`config.mk`:
```
export PLATFORM = sky130hd
export DESIGN_NAME = sfc_isqrt
export DESIGN_NICKNAME = d
export VERILOG_FILES = /design/src/hw/rtl/sfc_pkg.sv /design/src/hw/rtl/sfc_isqrt.sv
export SDC_FILE = /design/constraint.sdc
export NUM_CORES = 2
export LEC_CHECK = 0
export CORE_UTILIZATION = 45
export DETAILED_ROUTE_END_ITERATION = 6
export DONT_BUFFER_PORTS = 1
export GPL_TIMING_DRIVEN = 0
export PLACE_DENSITY = 0.63
export SLEW_MARGIN = 0
export SYNTH_ARGS = -nofsm -noshare
export SYNTH_HDL_FRONTEND = slang
export SYNTH_SLANG_ARGS = --single-unit
export TNS_END_PERCENT = 5
```
`constraint.sdc`:
```
create_clock -name clk -period 4.2 [get_ports clk]
set_input_delay 0.84 -clock clk [delete_from_list [all_inputs] [get_ports clk]]
set_output_delay 0.84 -clock clk [all_outputs]
set_load 0.01 [all_outputs]
```
`src/hw/rtl/sfc_pkg.sv`:
```
package sfc_pkg;

	localparam int EYE_BITS    = 20;
	localparam int COMP_BITS   = 16;
	localparam int PLANE_FRAC  = 14;
	localparam int LIM_BITS    = 19;
	localparam int DIST_BITS   = 21;
	localparam int DBOX_BITS   = 22;
	localparam int PROD_BITS   = COMP_BITS + DBOX_BITS;
	localparam int DOT_BITS    = PROD_BITS + 2;
	localparam int SQ_BITS     = 42;
	localparam int NUM_PLANES  = 6;
	localparam int CFG_IDX_BITS  = 3;
	localparam int CFG_DATA_BITS = 60;
	localparam int PLANE_W     = 3 * COMP_BITS;
	localparam int EYE_W       = 3 * EYE_BITS;

	localparam logic [LIM_BITS-1:0] FAR_LIMIT_RST = 19'd15360;

	typedef enum logic [CFG_IDX_BITS-1:0] {
		REG_PLANE_NEAR   = 3'd0,
		REG_PLANE_FAR    = 3'd1,
		REG_PLANE_LEFT   = 3'd2,
		REG_PLANE_RIGHT  = 3'd3,
		REG_PLANE_TOP    = 3'd4,
		REG_PLANE_BOTTOM = 3'd5,
		REG_EYE_POSITION = 3'd6,
		REG_FAR_LIMIT    = 3'd7
	} sfc_reg_t;

	// Per-item results that ride alongside the square root pipeline.
	typedef struct packed {
		logic                box;
		logic                in_planes;
		logic [LIM_BITS-1:0] limit;
	} sfc_side_t;

endpackage

```
`src/hw/rtl/sfc_isqrt.sv`:
```
module sfc_isqrt
	import sfc_pkg::*;
(
	input  logic                 clk,
	input  logic                 arst_n,
	input  logic                 en,
	input  logic                 in_valid,
	input  logic [SQ_BITS-1:0]   in_sq,
	input  sfc_side_t            in_side,
	output logic                 out_valid,
	output logic [DIST_BITS-1:0] out_root,
	output sfc_side_t            out_side
);

	localparam int DIGITS = DIST_BITS;
	localparam int SQW    = SQ_BITS + 1;

	logic [SQW-1:0] n_d    [DIGITS];
	logic [SQW-1:0] r_d    [DIGITS];
	logic [SQW-1:0] n_s    [DIGITS];
	logic [SQW-1:0] r_s    [DIGITS];
	logic           v_s    [DIGITS];
	sfc_side_t      side_s [DIGITS];

	assign n_d[0] = {1'b0, in_sq};
	assign r_d[0] = '0;

	// One result bit per stage, most significant first.
	for (genvar k = 0; k < DIGITS; k++) begin : g_digit
		localparam logic [SQW-1:0] BIT = SQW'(1) << (2 * (DIGITS - 1 - k));
		logic [SQW-1:0] trial;
		logic           take;

		if (k > 0) begin : g_link
			assign n_d[k] = n_s[k-1];
			assign r_d[k] = r_s[k-1];
		end

		assign trial = r_d[k] + BIT;
		assign take  = n_d[k] >= trial;

		always_ff @(posedge clk or negedge arst_n) begin
			if (!arst_n) begin
				v_s[k] <= 1'b0;
			end else if (en) begin
				v_s[k] <= (k == 0) ? in_valid : v_s[(k == 0) ? 0 : k-1];
			end
		end

		always_ff @(posedge clk) begin
			if (en) begin
				n_s[k]    <= take ? n_d[k] - trial : n_d[k];
				r_s[k]    <= take ? (r_d[k] >> 1) + BIT : r_d[k] >> 1;
				side_s[k] <= (k == 0) ? in_side : side_s[(k == 0) ? 0 : k-1];
			end
		end
	end

	assign out_valid = v_s[DIGITS-1];
	assign out_root  = r_s[DIGITS-1][DIST_BITS-1:0];
	assign out_side  = side_s[DIGITS-1];

endmodule

```
==> impl_metrics.xml <==
<?xml version="1.0" encoding="UTF-8"?>
<metrics>
  <group name="pwr">
    <metric name="power.share.sequential" unit="%">51.6</metric>
    <metric name="powerDensity" unit="nW/um^2">520</metric>
    <metric name="clock_power_share" unit="%">35.9</metric>
    <metric name="power.switching_fraction" unit="%">25.0</metric>
    <metric name="p_leak" unit="nW">26.9</metric>
    <metric name="total_switching_power" unit="mW">9.64</metric>
    <metric name="share_comb_of_total_power" unit="%">12.4</metric>
    <metric name="ir_drop" unit="mV">0.414</metric>
    <metric name="power" unit="mW">38.5</metric>
    <metric name="cellInternalPower" unit="mW">28.9</metric>
  </group>
  <group name="cts">
    <metric name="cts_inserted_buffers" unit="">164</metric>
    <metric name="worst_skew_pair.late_latency" unit="ps">790</metric>
    <metric name="cts_tree" unit="">done</metric>
    <metric name="clock_tree.buffer_depth" unit="">3</metric>
    <metric name="cts_htree_levels" unit="">4</metric>
    <metric name="clkSinkCount" unit="">1553</metric>
    <metric name="clock_tree.root_cell" unit="">sky130_fd_sc_hd__clkbuf_16</metric>
    <metric name="cts_setup_buffers" unit="">0</metric>
    <metric name="clk_transition_reported_paths" unit="ps">60</metric>
  </group>
  <group name="setup_path">
    <metric name="criticalPathCategory" unit="">flop to flop</metric>
    <metric name="critPathArrivalTime" unit="ps">4610</metric>
    <metric name="critical-path-max-stage-delay" unit="ps">510</metric>
    <metric name="cp_slowest_cell" unit="">sky130_fd_sc_hd__nor2_1</metric>
    <metric name="crit_chain" unit="">ha_1 &gt; clkbuf_1 &gt; nand4_1 &gt; nor4_2 &gt; and4_1 &gt; or4_1 &gt; a211oi_2 &gt; nor2_1 &gt; buf_2 &gt; buf_2 &gt; a21oi_1</metric>
    <metric name="worst_setup_path_end_kind" unit="">flop</metric>
    <metric name="path_common_cell" unit="">sky130_fd_sc_hd__buf_2</metric>
    <metric name="worstSetupStartpointType" unit="">flop</metric>
    <metric name="worstSetupStartpoint" unit="">n_s[17][10]</metric>
    <metric name="path_max_fanout" unit="">10</metric>
    <metric name="cp.required" unit="ps">4720</metric>
    <metric name="regToRegStartpoint" unit="">n_s[17][10]</metric>
  </group>
  <group name="floorplanning">
    <metric name="die_y" unit="um">385</metric>
    <metric name="core_area" unit="um^2">146000</metric>
    <metric name="initial_core_util" unit="%">45.3</metric>
    <metric name="floorplan.die.width" unit="um">385</metric>
    <metric name="ios" unit="">110</metric>
    <metric name="dieArea" unit="um^2">148000</metric>
    <metric name="std_cell_rows" unit="">140</metric>
  </group>
  <group name="synth">
    <metric name="synth_top_area_share" unit="%">69.8</metric>
    <metric name="synthesis.nets" unit="">4873</metric>
    <metric name="synth_top_family_by_area" unit="">simple AND/OR/NAND/NOR gates</metric>
    <metric name="syn_avg_cell_area" unit="um^2">14.5</metric>
    <metric name="synth_cells" unit="">4558</metric>
    <metric name="post-synth-top-area-cell" unit="">sky130_fd_sc_hd__edfxtp_1</metric>
    <metric name="synth.cell_area" unit="um^2">65900</metric>
    <metric name="synth_common_cells" unit="">sky130_fd_sc_hd__edfxtp_1, sky130_fd_sc_hd__inv_1, sky130_fd_sc_hd__nor2_1</metric>
    <metric name="synth_edf_count" unit="">1532</metric>
    <metric name="synth.mux.area_fraction" unit="%">0.945</metric>
    <metric name="compound_gate_portion_of_the_synthesized_area" unit="%">6.87</metric>
    <metric name="synth_simple_gate_area_share" unit="%">9.56</metric>
    <metric name="synthMostInstantiatedCell" unit="">sky130_fd_sc_hd__edfxtp_1</metric>
    <metric name="fraction_of_synthesized_cell_area_in_xor_and_xnor_cells" unit="%">4.86</metric>
    <metric name="adder_cell_fraction_of_synth_area" unit="%">4.71</metric>
    <metric name="ys.flop_type" unit="">sky130_fd_sc_hd__edfxtp_1</metric>
    <metric name="yosys-top-cells-area" unit="">sky130_fd_sc_hd__edfxtp_1, sky130_fd_sc_hd__ha_1, sky130_fd_sc_hd__xor2_1, sky130_fd_sc_hd__xnor2_1, sky130_fd_sc_hd__inv_1</metric>
    <metric name="ys_async_sr_fraction" unit="%">1.35</metric>
    <metric name="yosysWarnings" unit="">0</metric>
    <metric name="yosys.cell_types.count" unit="">89</metric>
    <metric name="ys_ff_latch" unit="">1553</metric>
    <metric name="ys_seq_area_share" unit="%">70.6</metric>
  </group>
  <group name="global_routing">
    <metric name="grt_first_pass_wirelength" unit="um">185000</metric>
    <metric name="grt_overflow" unit="">0</metric>
    <metric name="antenna_found_initial" unit="">0</metric>
    <metric name="grt_pass1_vias" unit="">36000</metric>
    <metric name="largest_net_degree_at_the_start_of_global_routing" unit="">291</metric>
    <metric name="track_usage" unit="%">15.9</metric>
  </group>
  <group name="routing">
    <metric name="routed_wl" unit="um">118000</metric>
    <metric name="routedWlPerCell" unit="um">17.4</metric>
    <metric name="num_vias" unit="">35400</metric>
    <metric name="final_antenna_net_count" unit="">0</metric>
    <metric name="first_iter_violations" unit="">1941</metric>
    <metric name="drt_pass1_iterations" unit="">7</metric>
    <metric name="routed_via_density" unit="">5.22</metric>
    <metric name="drc" unit="">0</metric>
  </group>
  <group name="finish">
    <metric name="drive_gt1_share" unit="%">7.30</metric>
    <metric name="layout.nets" unit="">5053</metric>
    <metric name="antennaDiodeCount" unit="">0</metric>
    <metric name="fin_cells" unit="">6782</metric>
    <metric name="area_growth" unit="%">12.2</metric>
    <metric name="fillCellCount" unit="">12100</metric>
  </group>
  <group name="placement">
    <metric name="post-dp-hpwl" unit="um">82700</metric>
    <metric name="io_port_bufs" unit="">0</metric>
    <metric name="dpl.cell_count" unit="">6483</metric>
    <metric name="place_congestion" unit="">0.915</metric>
  </group>
  <group name="timing">
    <metric name="min_period_over_period" unit="%">97.4</metric>
    <metric name="fmax" unit="GHz">0.245</metric>
    <metric name="rsz0062_at_grt" unit="">no</metric>
    <metric name="layout_min_cycle_time" unit="ps">4090</metric>
    <metric name="final-max-slew-violation-count" unit="">0</metric>
    <metric name="fin_setup_tns" unit="ps">0</metric>
    <metric name="hold_ws" unit="ps">149</metric>
    <metric name="slew-limit-headroom" unit="%">13.0</metric>
    <metric name="skew" unit="ps">60.4</metric>
    <metric name="timing.final.setup_violations" unit="">0</metric>
    <metric name="worst_slew_pin_slew" unit="ps">1310</metric>
    <metric name="hold_viol" unit="">0</metric>
  </group>
  <group name="hold_path">
    <metric name="worstHoldPathType" unit="">input pin to flop</metric>
    <metric name="holdCritStartpoint" unit="">in_sq[6]</metric>
  </group>
  <group name="flow_run">
    <metric name="max-cap-violations" unit="">0</metric>
  </group>
  <group name="status">
    <metric name="status" unit="">finished, final reports clean</metric>
  </group>
</metrics>
-- layout make-up --
cell class / instances / area (um^2) / area share [%]
repair buffers: 14 / 318 / 0.429
flip-flops and latches: 1553 / 46500 / 62.9
clock buffers: 195 / 4250 / 5.75
inverters: 315 / 1180 / 1.60
plain buffers: 100 / 464 / 0.627
clock inverters: 98 / 1020 / 1.38
well taps: 1917 / 2400 / 3.24
multi-input cells: 2590 / 17800 / 24.1
-- routing by layer --
metal  part of all wire, %  routed length [um]  global-route usage, %  up-vias
li1                      -                   -                      -    17500
met1                    37               43800                   16.1    16900
met2                    54               64000                   30.5      643
met3                   3.1                3670                   2.69      319
met4                   5.3                6180                   8.78        0
met5                     0                   0                      0        -
-- state kept, by name, summed over array words and instances, names as in the netlist --
signal,flops
n_s,860
side_s,441
r_s,231
v_s,20
out_valid,1
-- cell families (layout without fill, tap and decap cells) --
logic type                 count (synthesis)  after routing
xor gates and xnor gates                 366            366
DFF                                     1553           1553
and+or+nand+nor                         1202           1202
adders and majority gates                248            248
muxes                                     56             56
AOI/OAI and AO/OA                        717            717
other                                      1              1
buffers and inverters                    415            722
-- power groups by stage --
stage          sequential, mW  combinational (mW)  clock (mW)
2_1_floorplan            19.9                3.46           0
3_5_place_dp             20.2                4.75           0
5_1_grt                  20.1                5.33        14.9
6_report                 19.9                4.78        13.8
4_1_cts                  19.9                4.78        14.3
3_3_place_gp             20.2                4.40           0
-- worst max-delay path, delay by kind of cell (launching register included) --
kind / cells / cell delay (ps)
AND/OR/NAND/NOR: 5 / 1880
buffers and inverters: 3 / 980
AO/OA/AOI/OAI: 2 / 240
adder cells (fa/ha/maj): 1 / 290
flip-flops: 1 / 410
-- cell usage in the layout (no fill, tap or decap), types with 15 or more instances in the layout --
| master | count |
|---|---|
| sky130_fd_sc_hd__o21ai_1 | 18 |
| sky130_fd_sc_hd__or4_1 | 36 |
| sky130_fd_sc_hd__o211ai_1 | 16 |
| sky130_fd_sc_hd__nor3_1 | 123 |
| sky130_fd_sc_hd__clkbuf_16 | 168 |
| sky130_fd_sc_hd__inv_1 | 309 |
| sky130_fd_sc_hd__dfrtp_1 | 21 |
| sky130_fd_sc_hd__o21a_1 | 48 |
| sky130_fd_sc_hd__nor2_1 | 261 |
| sky130_fd_sc_hd__nor3b_1 | 15 |
| sky130_fd_sc_hd__a31oi_1 | 16 |
| sky130_fd_sc_hd__ha_1 | 248 |
| sky130_fd_sc_hd__nand3_1 | 65 |
| sky130_fd_sc_hd__nand2b_1 | 42 |
| sky130_fd_sc_hd__nor4_1 | 136 |
| sky130_fd_sc_hd__o31ai_1 | 25 |
| sky130_fd_sc_hd__o21ai_0 | 173 |
| sky130_fd_sc_hd__o21bai_1 | 15 |
| sky130_fd_sc_hd__clkinv_1 | 39 |
| sky130_fd_sc_hd__xnor2_1 | 172 |
| sky130_fd_sc_hd__buf_4 | 23 |
| sky130_fd_sc_hd__nor2b_1 | 34 |
| sky130_fd_sc_hd__a211oi_1 | 19 |
| sky130_fd_sc_hd__clkinv_2 | 22 |
| sky130_fd_sc_hd__nand4_1 | 51 |
| sky130_fd_sc_hd__mux2_2 | 41 |
| sky130_fd_sc_hd__edfxtp_1 | 1532 |
| sky130_fd_sc_hd__nor4b_1 | 17 |
| sky130_fd_sc_hd__or3_1 | 56 |
| sky130_fd_sc_hd__nand2_1 | 250 |
| sky130_fd_sc_hd__xor2_1 | 194 |
| sky130_fd_sc_hd__clkbuf_1 | 96 |
| sky130_fd_sc_hd__and3_1 | 17 |
| sky130_fd_sc_hd__a21oi_1 | 214 |
| sky130_fd_sc_hd__a21o_1 | 71 |
-- path summary, 6_finish.rpt --
kind                            slack [ps]          end  cells past startpoint
worst max-delay path                   110  n_s[18][20]                     11
worst min-delay path                   150    n_s[0][6]                      0
worst max register to register         110  n_s[18][20]                     11
worst min register to register         400   r_s[4][22]                      0
max in group asynchronous             3000       v_s[9]                      1
min in group asynchronous              650       v_s[1]                      1
-- through the flow --
stage / util [%] / area (um^2) / setup WS (ps)
2_1_floorplan: - / 65900 / 998
3_3_place_gp: 47.0 / 68300 / -189
3_5_place_dp: 47.1 / 68500 / -988
4_1_cts: 50.7 / 73800 / -117
5_1_grt: 50.8 / 74000 / 10.4
6_report: 50.8 / 74000 / 111
-- what timing repair did --
action / 4_1_cts / 5_1_grt
endpoints found under the setup margin: 305 / 293
cloned: 0 / 3
hold endpoints to repair: 21 / 0
resized for setup: 4 / 7
hold buffers: 1 / 0
(Power assumes the default switching activity.)
